--- src/hdl/twn_solid_map.sv ---
`default_nettype none
module twn_solid_map #(
	parameter int AW = 10
) (
	input  wire logic          clk,
	input  wire logic          wr_en,
	input  wire logic [AW-1:0] wr_addr,
	input  wire logic          wr_data,
	input  wire logic [AW-1:0] rd_a_addr,
	input  wire logic [AW-1:0] rd_b_addr,
	output logic               rd_a_data,
	output logic               rd_b_data
);

	localparam int DEPTH = 1 << AW;

	logic mem [DEPTH];

	// Write one cell, read two cells with registered data
	always_ff @(posedge clk) begin
		if (wr_en) begin
			mem[wr_addr] <= wr_data;
		end
		rd_a_data <= mem[rd_a_addr];
		rd_b_data <= mem[rd_b_addr];
	end

endmodule
`default_nettype wire

--- config.mk ---
export PLATFORM = sky130hd
export DESIGN_NAME = twn_solid_map
export DESIGN_NICKNAME = d
export VERILOG_FILES = /design/src/hdl/twn_solid_map.sv
export SDC_FILE = /design/constraint.sdc
export NUM_CORES = 2
export LEC_CHECK = 0
export BUFFER_PORTS_ARGS = -buffer_cell sky130_fd_sc_hd__buf_4
export CORE_MARGIN = 1
export CORE_UTILIZATION = 30
export CTS_CLUSTER_SIZE = 28
export DETAILED_ROUTE_END_ITERATION = 10
export PLACE_DENSITY = 0.46
export SETUP_SLACK_MARGIN = 0.3
export SLEW_MARGIN = 20
export SYNTH_ARGS = -nofsm -noshare
export SYNTH_HDL_FRONTEND = slang
export SYNTH_SLANG_ARGS = --single-unit
--- constraint.sdc ---
create_clock -name clk -period 8.2 [get_ports clk]
set_input_delay 1.64 -clock clk [delete_from_list [all_inputs] [get_ports clk]]
set_output_delay 1.64 -clock clk [all_outputs]
set_load 0.01 [all_outputs]
# Word level (Yosys, flattened, before mapping)
# Memories as Yosys holds them, arrays and structs flattened. A register that Yosys moved wholly into a read port is not among the register bits.
# Index checks and enable logic that the tools add are counted.
# totals
ramBits,1024
input_bits,33
n_memories,1
word_cells,3
reg_bits,0
# op_classes
muxes,2
# mem_list
name,depth,word_bits,read_ports,rd_ports_with_merged_regs,wr,line_no,source
mem,1024,1,2,2,1,17,logic mem [DEPTH];
# op_table
operator,n
1-bit two-way mux,2

# Logic depth before layout (Yosys ltp)
# depth
ltp_word,2
mapped_depth,14
ltp_nobuf,8

# Worst setup path before layout
# No wires, ideal clock.
# synth_path
kind,input port to flip-flop
start,in rd_b_addr[1]
end,reg rd_b_data (read register of mem)
n_path_buf,5
path_stages,12
path_slack_ns,4.266
arrival_ns,3.799
setup_time_ns,0.135
cell_sequence,buf_2 -> buf_4 -> buf_4 -> buf_2 -> buf_2 -> mux4_2 -> a22oi_1 -> nand3_1 -> o311ai_0 -> a31oi_1 -> o21ai_0 -> o2111ai_1
# synth_lines
element,line_no,source
from (decl),10,"input wire logic [AW-1:0] rd_b_addr,"
to (decl),12,output logic rd_b_data

==> impl_metrics.env <==
export IMPL_status="completed"
export IMPL_die_w_microns=423
export IMPL_reg2regPathDepth=8
export IMPL_grt_overflow_total=0
export IMPL_yosys_area_top_type="edfxtp_1"
export IMPL_io_pins=35
export IMPL_insertion_delay_ns=0.76
export IMPL_seq_power_share_pct=48.0
export IMPL_yosysUniqueCellTypes=63
export IMPL_drc=0
export IMPL_async_flop_share_pct=0
export IMPL_power_uw=12100
export IMPL_grt_pass1_wl_mm=275
export IMPL_setup_worst_path_start="rd_a_addr[0]"
export IMPL_path_class="in -> reg"
export IMPL_routed_wl_mm=196
export IMPL_numPortBuffers=34
export IMPL_vias_per_cell=5.73
export IMPL_max_vdd_ir_drop_uv=167
export IMPL_start_kind="input port"
export IMPL_initial_utilization_pct=30.2
export IMPL_antenna_found_initial=6
export IMPL_yosysTopAreaCellShare_pct=57.8
export IMPL_finalSetupViolCount=0
export IMPL_ys_seq_elements=1026
export IMPL_switching_share_pct=24.4
export IMPL_die_h_microns=423
export IMPL_grt_max_degree=237
export IMPL_wire_per_inst_microns=31.8
export IMPL_hold_class="reg -> reg"
export IMPL_gp_congestion=0.806
export IMPL_grt_pass1_vias=34999
export IMPL_cts_hold_fix_buffers=0
export IMPL_synth_nets=3893
export IMPL_num_vias=35281
export IMPL_cts_buffer_depth=3
export IMPL_avgSynthCellArea_sq_um=13.8
export IMPL_p_int_uw=9110
export IMPL_drtPass1Iterations=6
export IMPL_finalClockSkew_ns=0.0263
export IMPL_finalMaxSlewViolations=0
export IMPL_drv_cap=0
export IMPL_dpl_hpwl_mm=113
export IMPL_syn_to_final_growth_pct=11.4
export IMPL_power_density_nw_per_um2=203
export IMPL_synth_edf_count=1024
export IMPL_end_kind="flip-flop"
export IMPL_synthTopCellsByArea="edfxtp_1 58%, mux4_2 18%, nor2_1 7.5%, mux2i_1 4.2%, clkbuf_1 1.4%"
export IMPL_placed_cell_area_sq_um=55500
export IMPL_drt_iter0_markers=4206
export IMPL_r2r_end="rd_a_data"
export IMPL_yosys_cell_count_top_type="nor2_1"
export IMPL_yosys_top_cells_count="1,058 x nor2_1, 1,024 x edfxtp_1, 425 x mux4_2"
export IMPL_max_freq_ghz=0.202
export IMPL_core_sq_um=176000
export IMPL_finalHoldViolations=0
export IMPL_grt_usage_pct=21.5
export IMPL_worstPathArrival_ns=5.55
export IMPL_clockRootBuffer="clkbuf_16"
export IMPL_rrSetupSlack_ns=4.61
export IMPL_synth_flop_cell="edfxtp_1"
export IMPL_required_ns=8.80
export IMPL_yosysSeqAreaShare_pct=57.9
export IMPL_cp_max_fo=63
export IMPL_worst_pin_slew_ns=1.32
export IMPL_reg2reg_from="mem[683]"
export IMPL_dieArea_sq_um=179000
export IMPL_clk_pin_slew_worst_paths_ns=0.06
export IMPL_postCtsSetupBuffers=0
export IMPL_final_net_count=3752
export IMPL_syn_instance_count=3860
export IMPL_cts_made_buffers=116
export IMPL_switching_power_uw=2940
export IMPL_final_area_sq_um=59300
export IMPL_cts_tree="built"
export IMPL_num_rows=154
export IMPL_synth_cell_area_sq_um=53200
export IMPL_pwr_share_clk_pct=43.5
export IMPL_ys_warn_count=0
export IMPL_drive_above_1_share_pct=20.7
export IMPL_cts_resized=0
export IMPL_p_leak_uw=0.0175
export IMPL_htree_levels=3
export IMPL_tns_ns=0
export IMPL_fin_crit_ns=4.94
export IMPL_combPwrFrac_pct=8.6
export IMPL_endpoint="rd_a_data"
export IMPL_ant_nets=0
export IMPL_clock_sinks=1026
export IMPL_rsz0062_at_grt="false"
export IMPL_slew_headroom_pct=12.0
export IMPL_fin_crit_sh_pct=60.3
-- logic make-up (layout without fill, tap and decap cells) --
logic type / after synthesis / count (layout) / share of synthesized area, %
other: 0 / 2 / 0
AOI/OAI and AO/OA: 362 / 362 / 4.78
buffers and inverters: 408 / 362 / 3.82
muxes: 665 / 665 / 22.9
DFF: 1026 / 1026 / 57.9
and+or+nand+nor: 1399 / 1399 / 10.7
-- power by group through the flow --
| stage | Sequential (uW) | Clock (uW) | Combinational [uW] |
|---|---|---|---|
| final | 5780 | 5240 | 1030 |
| after global routing | 5780 | 5490 | 1080 |
| after CTS | 5780 | 5310 | 1030 |
| after detailed placement | 5890 | 0 | 1030 |
| after global placement | 5890 | 0 | 1030 |
| after floorplan | 5890 | 0 | 605 |
-- through the flow --
stage / instances / hold WS, ns / worst slack (ns) / util (%)
6_report: 6156 / 1.20 / 3.26 / 33.6
5_1_grt: 6154 / 1.24 / 3.20 / 33.6
4_1_cts: 6154 / 1.19 / 3.35 / 33.6
3_5_place_dp: 5941 / 1.18 / 2.57 / 31.5
3_3_place_gp: 5941 / 1.20 / 2.17 / 31.5
2_1_floorplan: 3860 / 0.886 / 4.27 / -
-- final cells by class --
type / instances / area (sq um)
Antenna cell: 2 / 5.00
Clock buffer: 151 / 3100
Clock inverter: 62 / 598
Fill cell: 17487 / 117000
Inverter: 13 / 48.8
Multi-Input combinational cell: 2426 / 20600
Sequential cell: 1026 / 30800
Tap cell: 2340 / 2930
Timing Repair Buffer: 136 / 1180
-- routing by layer --
layer  vias to the layer above  routed length [microns]  part of all wire, %  GRT usage (%)
met2                      1476                    91800                   47           34.4
met1                     18906                    83900                   43           30.1
met5                         -                       25                0.013              0
met4                         4                     6540                  3.3           6.61
li1                      14585                        -                    -              -
met3                       310                    13600                  7.0           3.29
-- how the worst min path moves through the flow --
stage	from	end	slack, ns	cells after the start
floorplan	mem[116]	rd_b_data	0.89	6
global placement	mem[872]	rd_a_data	1.20	7
detailed placement	mem[979]	rd_b_data	1.18	7
CTS	mem[979]	rd_b_data	1.19	7
global route	mem[979]	rd_b_data	1.24	7
finish	mem[979]	rd_b_data	1.20	7
-- state kept, by name, indices dropped and copies added, names as in the netlist --
signal     cells
rd_a_data      1
rd_b_data      1
mem         1024
-- worst max-delay path, stage by stage --
cell       delay, ns
buf_8           0.57
buf_4           0.41
mux4_2          0.54
a22o_1          0.24
a221oi_1        0.24
nor3_1          0.09
nor4_1          0.89
a211oi_1        0.30
nor4_1          0.34
o2111ai_1       0.14
-- cell usage in the layout, fill, tap and decap left out, types with 11 or more instances in the layout --
| cell | instances |
|---|---|
| nand4_1 | 13 |
| bufinv_16 | 11 |
| nor3_1 | 46 |
| clkbuf_16 | 119 |
| nand3_1 | 19 |
| nand2_1 | 119 |
| edfxtp_1 | 1024 |
| nor2_1 | 1056 |
| clkinv_1 | 29 |
| a21oi_1 | 84 |
| o22ai_1 | 50 |
| buf_4 | 121 |
| a22oi_1 | 37 |
| clkbuf_1 | 32 |
| a211oi_1 | 12 |
| clkinv_2 | 12 |
| o221ai_1 | 83 |
| o21ai_0 | 28 |
| nand2_2 | 36 |
| nor2b_1 | 21 |
| mux2i_1 | 224 |
| mux4_2 | 425 |
Power figures use the tool's default switching activity.
