==> config.mk <==
export PLATFORM = sky130hd
export DESIGN_NAME = twn_dist_unit
export DESIGN_NICKNAME = d
export VERILOG_FILES = /design/src/hdl/twn_dist_unit.sv
export SDC_FILE = /design/constraint.sdc
export NUM_CORES = 2
export LEC_CHECK = 0
export ABC_AREA = 1
export BUFFER_PORTS_ARGS = -buffer_cell sky130_fd_sc_hd__buf_2
export CORE_UTILIZATION = 45
export DETAILED_ROUTE_END_ITERATION = 16
export HOLD_SLACK_MARGIN = 0.12
export PLACE_DENSITY = 0.62
export RECOVER_POWER = 50
export SLEW_MARGIN = 20
export SYNTH_ARGS = -nofsm -noshare
export SYNTH_HDL_FRONTEND = slang
export SYNTH_SLANG_ARGS = --single-unit
==> constraint.sdc <==
create_clock -name clk -period 15.45 [get_ports clk]
set_input_delay 1.545 -clock clk [delete_from_list [all_inputs] [get_ports clk]]
set_output_delay 1.545 -clock clk [all_outputs]
set_load 0.05 [all_outputs]
==> src/hdl/twn_dist_unit.sv <==
`default_nettype none
module twn_dist_unit #(
	parameter int CLW = 5,
	parameter int RLW = 5,
	parameter int TW  = 10,
	parameter int SW  = 37
) (
	input  wire logic               clk,
	input  wire logic               arst_n,
	input  wire logic               in_valid,
	input  wire logic               in_last,
	input  wire logic [TW-1:0]      in_tag,
	input  wire logic [CLW-1:0]     in_col,
	input  wire logic [RLW-1:0]     in_row,
	input  wire logic [7:0]         tile_px,
	input  wire logic signed [15:0] qx,
	input  wire logic signed [15:0] qy,
	output logic [CLW-1:0]          col_s2,
	output logic [RLW-1:0]          row_s2,
	output logic [CLW+8:0]          cx_s2,
	output logic [RLW+8:0]          cy_s2,
	output logic                    out_valid,
	output logic                    out_last,
	output logic [TW-1:0]           out_tag,
	output logic [SW-1:0]           out_dist
);

	localparam int CXW = CLW + 9;
	localparam int CYW = RLW + 9;
	localparam int DXW = ((CXW > 16) ? CXW : 16) + 2;
	localparam int DYW = ((CYW > 16) ? CYW : 16) + 2;

	logic                  v_s2, v_s3, v_s4, v_s5;
	logic                  l_s2, l_s3, l_s4, l_s5;
	logic [TW-1:0]         t_s2, t_s3, t_s4, t_s5;
	logic signed [DXW-1:0] dx_s3;
	logic signed [DYW-1:0] dy_s3;
	logic [2*DXW-1:0]      sqx_s4;
	logic [2*DYW-1:0]      sqy_s4;
	logic [SW-1:0]         sum_s5;

	// Advance the valid pipeline
	always_ff @(posedge clk or negedge arst_n) begin
		if (!arst_n) begin
			v_s2 <= 1'b0;
			v_s3 <= 1'b0;
			v_s4 <= 1'b0;
			v_s5 <= 1'b0;
		end else begin
			v_s2 <= in_valid;
			v_s3 <= v_s2;
			v_s4 <= v_s3;
			v_s5 <= v_s4;
		end
	end

	// Centre, offset, square, sum
	always_ff @(posedge clk) begin
		l_s2   <= in_last;
		t_s2   <= in_tag;
		col_s2 <= in_col;
		row_s2 <= in_row;
		cx_s2  <= CXW'({in_col, 1'b1} * tile_px);
		cy_s2  <= CYW'({in_row, 1'b1} * tile_px);
		l_s3   <= l_s2;
		t_s3   <= t_s2;
		dx_s3  <= DXW'($signed({1'b0, cx_s2})) - DXW'(qx);
		dy_s3  <= DYW'($signed({1'b0, cy_s2})) - DYW'(qy);
		l_s4   <= l_s3;
		t_s4   <= t_s3;
		sqx_s4 <= $unsigned((2*DXW)'(dx_s3) * (2*DXW)'(dx_s3));
		sqy_s4 <= $unsigned((2*DYW)'(dy_s3) * (2*DYW)'(dy_s3));
		l_s5   <= l_s4;
		t_s5   <= t_s4;
		sum_s5 <= SW'(sqx_s4) + SW'(sqy_s4);
	end

	assign out_valid = v_s5;
	assign out_last  = l_s5;
	assign out_tag   = t_s5;
	assign out_dist  = sum_s5;

endmodule
`default_nettype wire

# Word-level counts from Yosys, hierarchy flattened
# Cells that the tools add are included.
# word_totals
wordCells	28
output_inout_bits	87
regBits	229
# classes
n_addsub	3
n_mul	4
# ops
op	count
$mul A17 B17 Y34	2
$add A36 B36 Y37	1
$sub A15 B16 Y17	2
$mul A6 B8 Y14	2

# Depth between registers and ports, before layout
# depth
depth_word	1
depth_mapped	28
ltp_nobuf	26

# Worst setup path after synthesis
# No wires, ideal clock.
# synth_path
kind	register to register
from	reg dx_s3[16] (netlist name)
to	reg sqx_s4[34]
required_ps	15337
n_path_buf	2
period_less_slack_ps	5606
path_slack_ps	9844
t_arrival_ps	5492
stages_incl_launch_ff	21
cell_sequence	dfxtp_1 > clkbuf_1 > clkbuf_1 > nand2_1 > inv_1 > fa_1 > fa_1 > fa_1 > fa_1 > fa_1 > inv_1 > fa_1 > inv_1 > ha_1 > nand2_1 > nor2_1 > inv_1 > nor3_1 > nand2_2 > nand3_1 > nand2_1
# synth_via
elab_chain_cells	1
# synth_lines
element	line_no	text
$mul A17 B17 Y34	71	sqx_s4 <= $unsigned((2*DXW)'(dx_s3) * (2*DXW)'(dx_s3));
end signal: assignment	71	
end: declaration	38	logic [2*DXW-1:0] sqx_s4;
# No other way between the ends.

# Final worst setup path
# layout_path
from	reg dy_s3[16] (netlist name)
to	reg sqy_s4[32]
# layout_via
elab_chain_cells	1
# layout_lines
element	line_no	text
$mul A17 B17 Y34	72	sqy_s4 <= $unsigned((2*DYW)'(dy_s3) * (2*DYW)'(dy_s3));
end signal: assignment	72	
end: declaration	39	logic [2*DYW-1:0] sqy_s4;
# No other way between the ends.

==> flow_metrics.py <==
metrics = {
    "status": {
        "status": "finished clean",
    },
    "sta": {
        "finalSetupViolCount": 0,
        "slew_headroom_pct": 25.7,
        "skew_ns": 0.0220,
        "hold_viol_final": 0,
        "setup_tns_ns": 0,
        "rsz0062_at_grt": "false",
        "max_freq_mhz": 159,
        "hold_ws_ns": 0.327,
        "drv_slew": 0,
        "period_needed_ns": 6.27,
        "worst_slew_pin_slew_ns": 1.11,
        "fin_crit_sh_pct": 40.6,
    },
    "detailed_routing": {
        "drt_pass1_iterations": 5,
        "avgViaCountPerCell": 4.69,
        "routedWlPerCell_um": 14.3,
        "route.detailed.drc": 0,
        "vias": 24000,
        "finalWirelength_mm": 73.2,
        "postRouteAntennaNets": 0,
        "drt_iter0_markers": 1194,
    },
    "clock_tree": {
        "cts_tree": "done",
        "root_buffer": "clkbuf_16",
        "h-tree-depth": 1,
        "clkLatencyLatePin_ns": 0.55,
        "postCtsHoldBufs": 0,
        "ctsResizeCount": 0,
        "cts.sinks": 222,
        "clk_pin_slew_ns": 0.08,
        "postCtsSetupRepairBufs": 0,
        "clk_path_buf_depth": 3,
        "cts_buffers": 23,
    },
    "global_routing": {
        "grt_pass1_wl_mm": 125,
        "antenna_found_initial": 1,
        "grt_max_degree": 24,
        "gr-total-overflow": 0,
        "grt_pass1_vias": 25300,
        "groute.usage.overall_pct": 21.0,
    },
    "synth": {
        "synth_most_common_cell": "inv_1",
        "synth_edf_count": 0,
        "synth_nets": 5008,
        "yosysSeqAreaShare_pct": 13.8,
        "yosysUniqueCellTypes": 44,
        "synth_area_leaders": "fa_1 (36%), dfxtp_1 (13%), inv_1 (13%)",
        "synth_flop_cell": "dfxtp_1",
        "yosysWarnings": 0,
        "synthesis.area_um2": 32400,
        "yosys.area.top_type_share_pct": 36.1,
        "async_reset_ff_share_pct": 1.80,
        "syn_inst": 4073,
        "syn_area_per_cell_um2": 7.96,
        "yosys-top-cells-count": "inv_1 (1121), nand2_1 (1005), fa_1 (584), ha_1 (287), dfxtp_1 (218)",
        "yosysTopAreaCell": "fa_1",
        "ys_ff_latch": 222,
    },
    "flow_run": {
        "cap_viol_max_count": 0,
    },
    "floorplan": {
        "io_pins": 151,
        "fp.coreArea_um2": 71400,
        "initial_utilization_pct": 45.4,
        "die-height_um": 270,
        "fp.dieArea_um2": 73100,
        "fp.dieW_um": 270,
        "rows": 98,
    },
    "place": {
        "gp_congestion": 0.895,
        "dp_hpwl_mm": 63.7,
        "io_buffer_count": 150,
        "placed_cell_area_um2": 34000,
        "dpl.cell_count": 5084,
    },
    "worst_hold_path": {
        "hold_path_startpoint": "t_s3[4]$_DFF_P_",
        "worstHoldPathCells": 0,
        "worstHoldPathType": "reg -> reg",
        "hold_end": "t_s4[4]$_DFF_P_",
    },
    "setup_path": {
        "r2r_slack_ns": 9.18,
        "cp_slowest_cell": "dfxtp_1",
        "critPathCaptureType": "flop",
        "worstReg2RegEnd": "sqy_s4[32]$_DFF_P_",
        "path_cells": "nand2_1 > inv_1 > fa_1 > fa_1 > fa_1 > fa_1 > fa_1 > inv_1 > fa_1 > inv_1 > ha_1 > nand2_1 > inv_1 > nand2_1 > nor3_1 > and2_1 > nand2_1 > nand3_1 > nand2_1",
        "rr_startpoint": "dy_s3[16]$_DFF_P_",
        "crit_arrival_ns": 6.73,
        "cp-start-kind": "flop",
        "crit_fanout": 23,
        "cp.required_ns": 15.90,
        "critPathMaxStageDelay_ns": 0.93,
        "worstRegToRegCells": 19,
        "critPathKind": "reg -> reg",
        "crit_path_frequent_cell": "fa_1",
    },
    "final_layout": {
        "drive_gt1_share_pct": 5.06,
        "nFillCells": 7141,
        "area_growth_pct": 7.16,
        "fin_area_um2": 34700,
        "instances_no_fill": 5124,
        "insertedDiodeCount": 0,
        "nets": 5094,
    },
}
routing by layer:
metal	wire [µm]	vias up	GRT usage, %
met2	33000	484	34.6
met4	1220	2	3.70
met3	3340	82	2.37
met1	35600	11400	29.9
met5	13	-	0
li1	-	12000	-
per-stage QoR:
stage          utilization (%)  worst slack (ns)
5_1_grt                   48.7              8.77
6_report                  48.7              9.18
3_5_place_dp              47.7              9.15
2_1_floorplan                -              9.84
3_3_place_gp              47.7              9.17
4_1_cts                   48.8              9.13
worst max path at each step:
stage	to	slack, ns	cells after the start	startpoint
after floorplan	sqx_s4[34]$_DFF_P_	9.84	20	dx_s3[16]$_DFF_P_
after global placement	sqy_s4[32]$_DFF_P_	9.17	19	dy_s3[16]$_DFF_P_
after detailed placement	sqy_s4[32]$_DFF_P_	9.15	19	dy_s3[16]$_DFF_P_
after CTS	sqy_s4[32]$_DFF_P_	9.13	19	dy_s3[16]$_DFF_P_
after global routing	sqy_s4[34]$_DFF_P_	8.77	20	dy_s3[16]$_DFF_P_
final	sqy_s4[32]$_DFF_P_	9.18	19	dy_s3[16]$_DFF_P_
worst max-delay path, delay by kind of cell (launching register included):
kind                       cells  cell delay, ns
DFF                            1            0.93
buffers and inverters          4            0.37
adders and majority gates      7            3.75
and+or+nand+nor                8            1.11
placed cells by master, fill, tap and decap left out, drive strengths merged, types with 3 or more instances in the layout:
cell    synthesis  final
nand3         123    123
and2            6      6
dfxtp         218    218
fa            584    584
a31o            3      3
buf            13    121
a21oi         129    129
nand2        1023   1023
o21bai         25     25
nor3           18     18
o21ai          50     50
clkinv          0      3
dfrtp           4      4
ha            287    287
inv          1126   1128
xor2           98     98
or2            15     15
nand4          33     33
a21o            5      5
nor4            3      3
clkbuf         82     68
nor2          187    187
xnor2          16     16
nand3b         11     11
o21a            3      3
layout make-up:
cell class | count | area (µm²) | share of cell area (%)
multi-input combinational | 2630 | 23300 | 67.1
sequential | 222 | 4460 | 12.9
inverter | 1126 | 4230 | 12.2
tap | 950 | 1190 | 3.42
timing repair buffer | 156 | 749 | 2.16
clock buffer | 33 | 674 | 1.94
clock inverter | 7 | 110 | 0.317
flip-flops by register name, summed over array words and instances (netlist names), 13 cells and up:
register / cells
cx_s2: 13
cy_s2: 14
dx_s3: 17
dy_s3: 17
out_dist: 37
sqx_s4: 33
sqy_s4: 33
cell families (layout without fill, tap and decap cells):
kind of cell    count (synthesis)  count (layout)  share of synthesized area (%)
xor+xnor                      114             114                           3.08
fa+ha+maj                     871             871                           47.1
simple gates                 1423            1423                           18.0
buf+inv                      1221            1322                           14.2
flops                         222             222                           13.8
compound gates                222             222                           3.81
Power is not shown: default switching activity piles up to over one toggle a cycle in this logic, so the estimate is an artifact.
